## src/rtl/core/erm_pkg.sv

```systemverilog
package erm_pkg;

	localparam int TS_W       = 32;
	localparam int SPEED_W    = 16;
	localparam int THR_W      = 12;
	localparam int SAMPLE_W   = 16;
	localparam int CFG_W      = 16;
	localparam int CFG_IDX_W  = 1;
	localparam int HALF_W     = TS_W - 1;
	localparam int PROD_W     = HALF_W + SPEED_W;
	localparam int FRAC_SHIFT = 12;
	localparam int Q4_SHIFT   = 4;

	localparam logic [CFG_IDX_W-1:0] REG_SPEED     = 1'b0;
	localparam logic [CFG_IDX_W-1:0] REG_THRESHOLD = 1'b1;

	localparam logic [SPEED_W-1:0] SPEED_RESET     = 16'd22938;
	localparam logic [THR_W-1:0]   THRESHOLD_RESET = 12'd180;

	typedef struct packed {
		logic load_rise;
		logic load_diff;
		logic mul;
		logic shift_in;
		logic sort;
		logic sort_odd;
		logic sum_clear;
		logic sum_step;
		logic sum_add;
		logic div_mul;
		logic load_out;
	} erm_cmd_t;

endpackage

```

## src/rtl/core/erm_if.sv

```systemverilog
interface erm_echo_if
	import erm_pkg::*;
();
	logic            valid;
	logic            ready;
	logic            echo_level;
	logic [TS_W-1:0] timestamp_us;

	modport source (output valid, output echo_level, output timestamp_us, input ready);
	modport sink   (input valid, input echo_level, input timestamp_us, output ready);
endinterface

interface erm_result_if
	import erm_pkg::*;
();
	logic                valid;
	logic                ready;
	logic [SAMPLE_W-1:0] trimmed_mean_q4;
	logic                obstacle_near;

	modport source (output valid, output trimmed_mean_q4, output obstacle_near, input ready);
	modport sink   (input valid, input trimmed_mean_q4, input obstacle_near, output ready);
endinterface

```

## src/rtl/core/erm_dpath.sv

```systemverilog
module erm_dpath
	import erm_pkg::*;
#(
	parameter int WINDOW = 20,
	parameter int TRIM   = 5
) (
	input  logic                 clk,
	input  logic                 arst_n,
	input  erm_cmd_t             cmd,
	input  logic [TS_W-1:0]      timestamp_us,
	input  logic                 cfg_we,
	input  logic [CFG_IDX_W-1:0] cfg_index,
	input  logic [CFG_W-1:0]     cfg_data,
	output logic [SAMPLE_W-1:0]  trimmed_mean_q4,
	output logic                 obstacle_near
);
	localparam int SUM_W    = SAMPLE_W + $clog2(WINDOW);
	localparam int NMID     = (2 * TRIM < WINDOW) ? (WINDOW - 2 * TRIM) : 1;
	localparam int RECIP_SH = SUM_W + $clog2(NMID);
	localparam int RECIP_W  = SUM_W + 1;
	localparam int QPROD_W  = SUM_W + RECIP_W;
	// ceil(2^RECIP_SH / NMID): exact floor division for every sum below 2^SUM_W
	localparam logic [RECIP_W-1:0] RECIP =
		RECIP_W'(((longint'(1) << RECIP_SH) + longint'(NMID) - 1) / longint'(NMID));

	logic [SPEED_W-1:0]  speed_q;
	logic [THR_W-1:0]    thresh_q;
	logic [TS_W-1:0]     rise_q;
	logic [TS_W-1:0]     diff;
	logic [HALF_W-1:0]   half_q;
	logic [PROD_W-1:0]   prod_q;
	logic [SAMPLE_W-1:0] sample;
	logic [SAMPLE_W-1:0] win_q [WINDOW];
	logic [SAMPLE_W-1:0] sorted [WINDOW];
	logic [SUM_W-1:0]    sum_q;
	logic [QPROD_W-1:0]  qprod;
	logic [SAMPLE_W-1:0] quot_q;
	logic [SAMPLE_W-1:0] thresh_q4;

	always_ff @(posedge clk or negedge arst_n) begin
		if (!arst_n) begin
			speed_q  <= SPEED_RESET;
			thresh_q <= THRESHOLD_RESET;
			rise_q   <= '0;
		end else begin
			if (cfg_we) begin
				case (cfg_index)
					REG_SPEED:     speed_q  <= cfg_data[SPEED_W-1:0];
					REG_THRESHOLD: thresh_q <= cfg_data[THR_W-1:0];
					default: ;
				endcase
			end
			if (cmd.load_rise) begin
				rise_q <= timestamp_us;
			end
		end
	end

	assign diff = timestamp_us - rise_q;

	// saturate (half span * speed) >> 12 to 16 bits
	assign sample = (|prod_q[PROD_W-1:FRAC_SHIFT+SAMPLE_W]) ? {SAMPLE_W{1'b1}}
		: prod_q[FRAC_SHIFT+SAMPLE_W-1:FRAC_SHIFT];

	// odd-even transposition pass
	always_comb begin
		sorted = win_q;
		for (int i = 0; i < WINDOW - 1; i++) begin
			if ((i % 2 == 1) == cmd.sort_odd && win_q[i] > win_q[i+1]) begin
				sorted[i]   = win_q[i+1];
				sorted[i+1] = win_q[i];
			end
		end
	end

	assign qprod     = QPROD_W'(sum_q) * QPROD_W'(RECIP);
	assign thresh_q4 = {thresh_q, {Q4_SHIFT{1'b0}}};

	always_ff @(posedge clk) begin
		if (cmd.load_diff) begin
			half_q <= diff[TS_W-1:1];
		end
		if (cmd.mul) begin
			prod_q <= PROD_W'(half_q) * PROD_W'(speed_q);
		end
		if (cmd.shift_in || cmd.sum_step) begin
			for (int i = 0; i < WINDOW - 1; i++) begin
				win_q[i] <= win_q[i+1];
			end
			win_q[WINDOW-1] <= cmd.shift_in ? sample : win_q[0];
		end else if (cmd.sort) begin
			win_q <= sorted;
		end
		if (cmd.sum_clear) begin
			sum_q <= '0;
		end else if (cmd.sum_step && cmd.sum_add) begin
			sum_q <= sum_q + SUM_W'(win_q[0]);
		end
		if (cmd.div_mul) begin
			quot_q <= qprod[RECIP_SH+SAMPLE_W-1:RECIP_SH];
		end
		if (cmd.load_out) begin
			trimmed_mean_q4 <= quot_q;
			obstacle_near   <= quot_q < thresh_q4;
		end
	end
endmodule

```

## src/rtl/core/erm_ctrl.sv

```systemverilog
module erm_ctrl
	import erm_pkg::*;
#(
	parameter int WINDOW = 20,
	parameter int TRIM   = 5
) (
	input  logic     clk,
	input  logic     arst_n,
	input  logic     in_valid,
	input  logic     in_level,
	output logic     in_ready,
	output logic     out_valid,
	input  logic     out_ready,
	output erm_cmd_t cmd
);
	localparam int FILL_W   = $clog2(WINDOW);
	localparam int STEP_W   = $clog2(WINDOW);
	localparam int LO       = TRIM;
	localparam int HI       = WINDOW - TRIM;

	localparam logic [2:0] S_IDLE = 3'd0;
	localparam logic [2:0] S_MUL  = 3'd1;
	localparam logic [2:0] S_SAT  = 3'd2;
	localparam logic [2:0] S_SORT = 3'd3;
	localparam logic [2:0] S_SUM  = 3'd4;
	localparam logic [2:0] S_DIV  = 3'd5;
	localparam logic [2:0] S_DONE = 3'd6;

	logic [2:0]        state_q, state_d;
	logic [FILL_W-1:0] fill_q;
	logic [STEP_W-1:0] step_q;
	logic              out_valid_q;
	logic              last_fill;
	logic              last_win;
	logic              emit;

	assign last_fill = fill_q == FILL_W'(WINDOW - 1);
	assign last_win  = step_q == STEP_W'(WINDOW - 1);
	assign emit      = (state_q == S_DONE) && (!out_valid_q || out_ready);
	assign out_valid = out_valid_q;

	always_comb begin
		int step_i;
		step_i   = int'(step_q);
		cmd      = '0;
		state_d  = state_q;
		in_ready = 1'b0;
		case (state_q)
			S_IDLE: begin
				in_ready = 1'b1;
				if (in_valid) begin
					if (in_level) begin
						cmd.load_rise = 1'b1;
					end else begin
						cmd.load_diff = 1'b1;
						state_d = S_MUL;
					end
				end
			end
			S_MUL: begin
				cmd.mul = 1'b1;
				state_d = S_SAT;
			end
			S_SAT: begin
				cmd.shift_in = 1'b1;
				if (last_fill) begin
					cmd.sum_clear = 1'b1;
					state_d = S_SORT;
				end else begin
					state_d = S_IDLE;
				end
			end
			S_SORT: begin
				cmd.sort     = 1'b1;
				cmd.sort_odd = step_q[0];
				if (last_win) begin
					state_d = S_SUM;
				end
			end
			S_SUM: begin
				cmd.sum_step = 1'b1;
				cmd.sum_add  = (step_i >= LO) && (step_i < HI);
				if (last_win) begin
					state_d = S_DIV;
				end
			end
			S_DIV: begin
				cmd.div_mul = 1'b1;
				state_d = S_DONE;
			end
			S_DONE: begin
				if (emit) begin
					cmd.load_out = 1'b1;
					state_d = S_IDLE;
				end
			end
			default: state_d = S_IDLE;
		endcase
	end

	always_ff @(posedge clk or negedge arst_n) begin
		if (!arst_n) begin
			state_q     <= S_IDLE;
			fill_q      <= '0;
			step_q      <= '0;
			out_valid_q <= 1'b0;
		end else begin
			state_q <= state_d;
			if (state_q == S_SAT) begin
				fill_q <= last_fill ? '0 : fill_q + 1'b1;
			end
			if (state_d != state_q) begin
				step_q <= '0;
			end else if (state_q == S_SORT || state_q == S_SUM) begin
				step_q <= step_q + 1'b1;
			end
			if (emit) begin
				out_valid_q <= 1'b1;
			end else if (out_ready) begin
				out_valid_q <= 1'b0;
			end
		end
	end
endmodule

```

## src/rtl/core/echo_range_trimmed_mean.sv

```systemverilog
// Ultrasonic echo ranging with a trimmed-mean filter. Each transfer on echo is one
// pin edge with its microsecond timestamp. A falling edge turns the wrapped span
// into a saturated 16-bit distance sample (mm, 4 fraction bits) through one 31x16
// multiplier; the edge that fills the window of WINDOW samples then holds echo off
// for WINDOW odd-even sort passes, WINDOW summing steps over the shift line, one
// reciprocal multiplication for the division by the kept count and, if the last
// result is still waiting, until it is taken. The result sits in an output register,
// so further edges are taken while it waits.
module echo_range_trimmed_mean
	import erm_pkg::*;
#(
	parameter int WINDOW = 20,
	parameter int TRIM   = 5
) (
	input  logic                 clk,
	input  logic                 arst_n,
	erm_echo_if.sink             echo,
	erm_result_if.source         result,
	input  logic                 cfg_we,
	input  logic [CFG_IDX_W-1:0] cfg_index,
	input  logic [CFG_W-1:0]     cfg_data
);
	erm_cmd_t cmd;

	erm_ctrl #(
		.WINDOW (WINDOW),
		.TRIM   (TRIM)
	) u_ctrl (
		.clk       (clk),
		.arst_n    (arst_n),
		.in_valid  (echo.valid),
		.in_level  (echo.echo_level),
		.in_ready  (echo.ready),
		.out_valid (result.valid),
		.out_ready (result.ready),
		.cmd       (cmd)
	);

	erm_dpath #(
		.WINDOW (WINDOW),
		.TRIM   (TRIM)
	) u_dpath (
		.clk             (clk),
		.arst_n          (arst_n),
		.cmd             (cmd),
		.timestamp_us    (echo.timestamp_us),
		.cfg_we          (cfg_we),
		.cfg_index       (cfg_index),
		.cfg_data        (cfg_data),
		.trimmed_mean_q4 (result.trimmed_mean_q4),
		.obstacle_near   (result.obstacle_near)
	);
endmodule

```

## src/flat_wrapper.sv

```systemverilog
// flat-port wrapper written by rule: the top's interface ports become plain ports
module echo_range_trimmed_mean_flat import erm_pkg::*;
#(
	parameter int WINDOW = 20,
	parameter int TRIM   = 5
)
  (clk, arst_n, cfg_we, cfg_index, cfg_data, echo_valid, echo_echo_level, echo_timestamp_us, echo_ready, result_valid, result_trimmed_mean_q4, result_obstacle_near, result_ready);
  erm_echo_if echo_i ();
  erm_result_if result_i ();
  input  logic clk;
  input  logic arst_n;
  input  logic cfg_we;
  input  logic [CFG_IDX_W-1:0] cfg_index;
  input  logic [CFG_W-1:0] cfg_data;
  input wire logic [$bits(echo_i.valid)-1:0] echo_valid;
  input wire logic [$bits(echo_i.echo_level)-1:0] echo_echo_level;
  input wire logic [$bits(echo_i.timestamp_us)-1:0] echo_timestamp_us;
  output wire logic [$bits(echo_i.ready)-1:0] echo_ready;
  output wire logic [$bits(result_i.valid)-1:0] result_valid;
  output wire logic [$bits(result_i.trimmed_mean_q4)-1:0] result_trimmed_mean_q4;
  output wire logic [$bits(result_i.obstacle_near)-1:0] result_obstacle_near;
  input wire logic [$bits(result_i.ready)-1:0] result_ready;
  assign echo_i.valid = echo_valid;
  assign echo_i.echo_level = echo_echo_level;
  assign echo_i.timestamp_us = echo_timestamp_us;
  assign echo_ready = echo_i.ready;
  assign result_valid = result_i.valid;
  assign result_trimmed_mean_q4 = result_i.trimmed_mean_q4;
  assign result_obstacle_near = result_i.obstacle_near;
  assign result_i.ready = result_ready;
  echo_range_trimmed_mean #(.WINDOW(WINDOW), .TRIM(TRIM)) u_core (.clk(clk), .arst_n(arst_n), .echo(echo_i), .result(result_i), .cfg_we(cfg_we), .cfg_index(cfg_index), .cfg_data(cfg_data));
endmodule
```

## config.mk

```make
export PLATFORM = sky130hd
export DESIGN_NAME = echo_range_trimmed_mean_flat
export DESIGN_NICKNAME = d
export VERILOG_FILES = /design/src/rtl/core/erm_pkg.sv /design/src/rtl/core/erm_if.sv /design/src/rtl/core/erm_dpath.sv /design/src/rtl/core/erm_ctrl.sv /design/src/rtl/core/echo_range_trimmed_mean.sv /design/src/flat_wrapper.sv
export SDC_FILE = /design/constraint.sdc
export NUM_CORES = 2
export LEC_CHECK = 0
export BUFFER_PORTS_ARGS = -buffer_cell sky130_fd_sc_hd__buf_4
export CORE_MARGIN = 3
export CORE_UTILIZATION = 58
export CTS_CLUSTER_DIAMETER = 200
export DETAILED_ROUTE_END_ITERATION = 12
export GPL_TIMING_DRIVEN = 0
export PLACE_DENSITY = 0.74
export SETUP_SLACK_MARGIN = 0.3
export SLEW_MARGIN = 25
export SYNTH_ARGS = -nofsm -noshare
export SYNTH_HDL_FRONTEND = slang
export SYNTH_SLANG_ARGS = --single-unit
```

## constraint.sdc

```tcl
create_clock -name clk -period 8.6 [get_ports clk]
set_input_delay 2.58 -clock clk [delete_from_list [all_inputs] [get_ports clk]]
set_output_delay 2.58 -clock clk [all_outputs]
set_load 0.03 [all_outputs]
```

==> results.sh <==
export IMPL_status="completed"
export IMPL_drt_total_wl_um=127000
export IMPL_tns_ps=0
export IMPL_drive_above_1_share_pct=5.92
export IMPL_grt_overflow=0
export IMPL_drt_iter0_drc=2324
export IMPL_placementRows=109
export IMPL_cpMostUsedCell="fa_1"
export IMPL_dr_pass1_iters=7
export IMPL_cts_root_buf="clkbuf_16"
export IMPL_start_kind="flip-flop"
export IMPL_cts_tree="done"
export IMPL_clk_pin_slew_ps=60
export IMPL_ant_nets=0
export IMPL_worstPathArrival_ps=7910
export IMPL_cts_buffers=58
export IMPL_fin_worst_skew_ps=42.7
export IMPL_pre_cts_ws_ps=1200
export IMPL_maxSlewHeadroom_pct=27.8
export IMPL_drc=0
export IMPL_layout_commonest_cell="inv_1"
export IMPL_syn_cell_area_um2=52500
export IMPL_ys_flop_type="edfxtp_1"
export IMPL_dp_hpwl_um=105000
export IMPL_synth_cells=5134
export IMPL_grt_max_degree=75
export IMPL_synth_avg_cell_area_um2=10.2
export IMPL_synth_edff_count=419
export IMPL_period_share_pct=87.1
export IMPL_vias_per_cell=5.82
export IMPL_setup_slack_ps=1110
export IMPL_yosys_warnings=0
export IMPL_io_buffers=73
export IMPL_rsz0062_at_grt="no"
export IMPL_clock_sinks=514
export IMPL_hold_viol=0
export IMPL_antenna_found_initial=1
export IMPL_place_congestion=0.954
export IMPL_fmax_ghz=0.133
export IMPL_ios=74
export IMPL_fin_crit_ps=7490
export IMPL_hold_buffers=0
export IMPL_syn2layout_area_growth_pct=7.87
export IMPL_grt_pass1_vias=39600
export IMPL_avgRoutedWirePerCell_um=19.6
export IMPL_hold_class="reg -> reg"
export IMPL_die_x_um=307
export IMPL_fp_dieH_um=307
export IMPL_max_stage_delay_ps=700
export IMPL_synthArstFlopShare_pct=14.4
export IMPL_critPathKind="reg -> reg"
export IMPL_synthTopCellsByArea="edfxtp_1 (24%), fa_1 (21%), ha_1 (16%), inv_1 (7.5%), a22o_1 (4.0%)"
export IMPL_setup_viol=0
export IMPL_start_util_pct=58.9
export IMPL_path_delay_family="adder cells"
export IMPL_vias=37700
export IMPL_slew_violations=0
export IMPL_layout_common_cells="inv_1 (1054), ha_1 (670), fa_1 (553)"
export IMPL_critPathSlowestCell="dfstp_2"
export IMPL_core_um2=89100
export IMPL_postSynthNetCount=6412
export IMPL_yosysUniqueCellTypes=86
export IMPL_grt_pass1_wl_um=207000
export IMPL_worstPathMaxFanout=10
export IMPL_grt_use_total_pct=27.8
export IMPL_yosysSeqAreaShare_pct=28.3
export IMPL_clock_path_buffers=3
export IMPL_cts_repair_resized=0
export IMPL_worst_pin_slew_ps=1080
export IMPL_h_tree_depth=2
export IMPL_drv_cap=0
export IMPL_cts_setup_buffers=0
export IMPL_synth_top_cell_area_share_pct=24.0
export IMPL_required_ps=9020
export IMPL_path_cells="clkbuf_1, nand2_1, fa_1, inv_1, fa_1, inv_1, fa_1, inv_1, fa_1, fa_1, inv_1, fa_1, inv_1, ha_1, a21oi_1, o21ai_0, nand2_1, a31oi_1, a2111oi_2, nor3_2, o211a_1, a211oi_2, xnor2_1"
export IMPL_cp_end_kind="flip-flop"
export IMPL_design_die_area_um2=94100
export IMPL_yosys_area_top_type="edfxtp_1"
export IMPL_cp_num_buf_inv=6
export IMPL_layout_nets=6549
export IMPL_synth_seq_cells=514
export IMPL_clock_latency_ps=680
==> through the flow <==
step | hold slack, ps | instances | cell area (um2) | utilization (%)
6_report | 419 | 6486 | 56600 | 63.6
5_1_grt | 425 | 6484 | 56600 | 63.6
4_1_cts | 419 | 6484 | 56600 | 63.6
3_5_place_dp | 405 | 6376 | 54600 | 61.3
3_3_place_gp | 411 | 6372 | 54500 | 61.2
2_1_floorplan | 400 | 5134 | 52500 | -
==> final cells by class <==
class	count	area [um2]
buffer	159	632
clock buffer	77	1620
multi-input combinational	3406	33100
sequential	514	14900
tap	1165	1460
fill	7056	32400
timing repair buffer	77	614
clock inverter	31	375
antenna	2	5.00
inverter	1055	3960
==> sequential cells by signal (all words and copies together), names as in the netlist <==
signal / flops
u_core.u_dpath.sum_q: 21
u_core.u_dpath.speed_q: 16
u_core.u_dpath.win_q: 320
u_core.u_dpath.half_q: 31
u_core.u_dpath.rise_q: 32
u_core.u_ctrl.out_valid: 1
u_core.u_dpath.quot_q: 16
u_core.u_dpath.thresh_q: 12
u_core.u_dpath.prod_q: 35
u_core.u_dpath.trimmed_mean_q4: 16
u_core.u_dpath.obstacle_near: 1
u_core.u_ctrl.fill_q: 5
u_core.u_ctrl.step_q: 5
u_core.u_ctrl.state_q: 3
==> logic make-up after synthesis <==
logic type | Yosys count | share of synthesized area (%)
adders and majority gates | 1223 | 37.1
buffers and inverters | 1214 | 8.75
and+or+nand+nor | 1101 | 10.3
AOI/OAI and AO/OA | 905 | 12.3
DFF | 514 | 28.3
xor gates and xnor gates | 99 | 1.65
muxes | 78 | 1.66
==> final timing paths <==
kind | startpoint | end | slack, ps | cells past startpoint
setup / recovery | u_core.u_dpath.speed_q[7] | u_core.u_dpath.prod_q[46] | 1110 | 23
hold / removal | u_core.u_dpath.quot_q[0] | u_core.u_dpath.trimmed_mean_q4[0] | 420 | 0
setup reg to reg | u_core.u_dpath.speed_q[7] | u_core.u_dpath.prod_q[46] | 1110 | 23
hold reg to reg | u_core.u_dpath.quot_q[0] | u_core.u_dpath.trimmed_mean_q4[0] | 420 | 0
max in group asynchronous | arst_n | u_core.u_dpath.rise_q[11] | 6150 | 1
min in group asynchronous | arst_n | u_core.u_dpath.thresh_q[9] | 1940 | 1
==> per-layer routing <==
layer	global-route usage (%)	part of all wire, %	up-vias
met2	47.0	47	1319
met5	0	0.010	-
li1	-	-	17500
met3	4.66	7.2	351
met4	11.7	4.8	2
met1	35.8	41	18600
==> synthesized netlist by cell type (24+ instances only) <==
master    number
inv_1       1054
ha_1         670
fa_1         553
nand2_1      440
edfxtp_1     419
a22o_1       241
and2_1       210
a21oi_1      186
nor2_1       162
a21o_1       147
clkbuf_1     137
o21ai_0      119
nand4_1       88
mux2_2        73
xnor2_1       63
dfrtp_1       62
nand2b_1      40
nor2b_1       39
xor2_1        36
nand3_1       35
o21a_1        33
o21ai_1       31
nor3_1        24
Power is left out: the tool's default activity adds up to more than one toggle a clock period on the data nets, which glitch-free logic cannot reach.
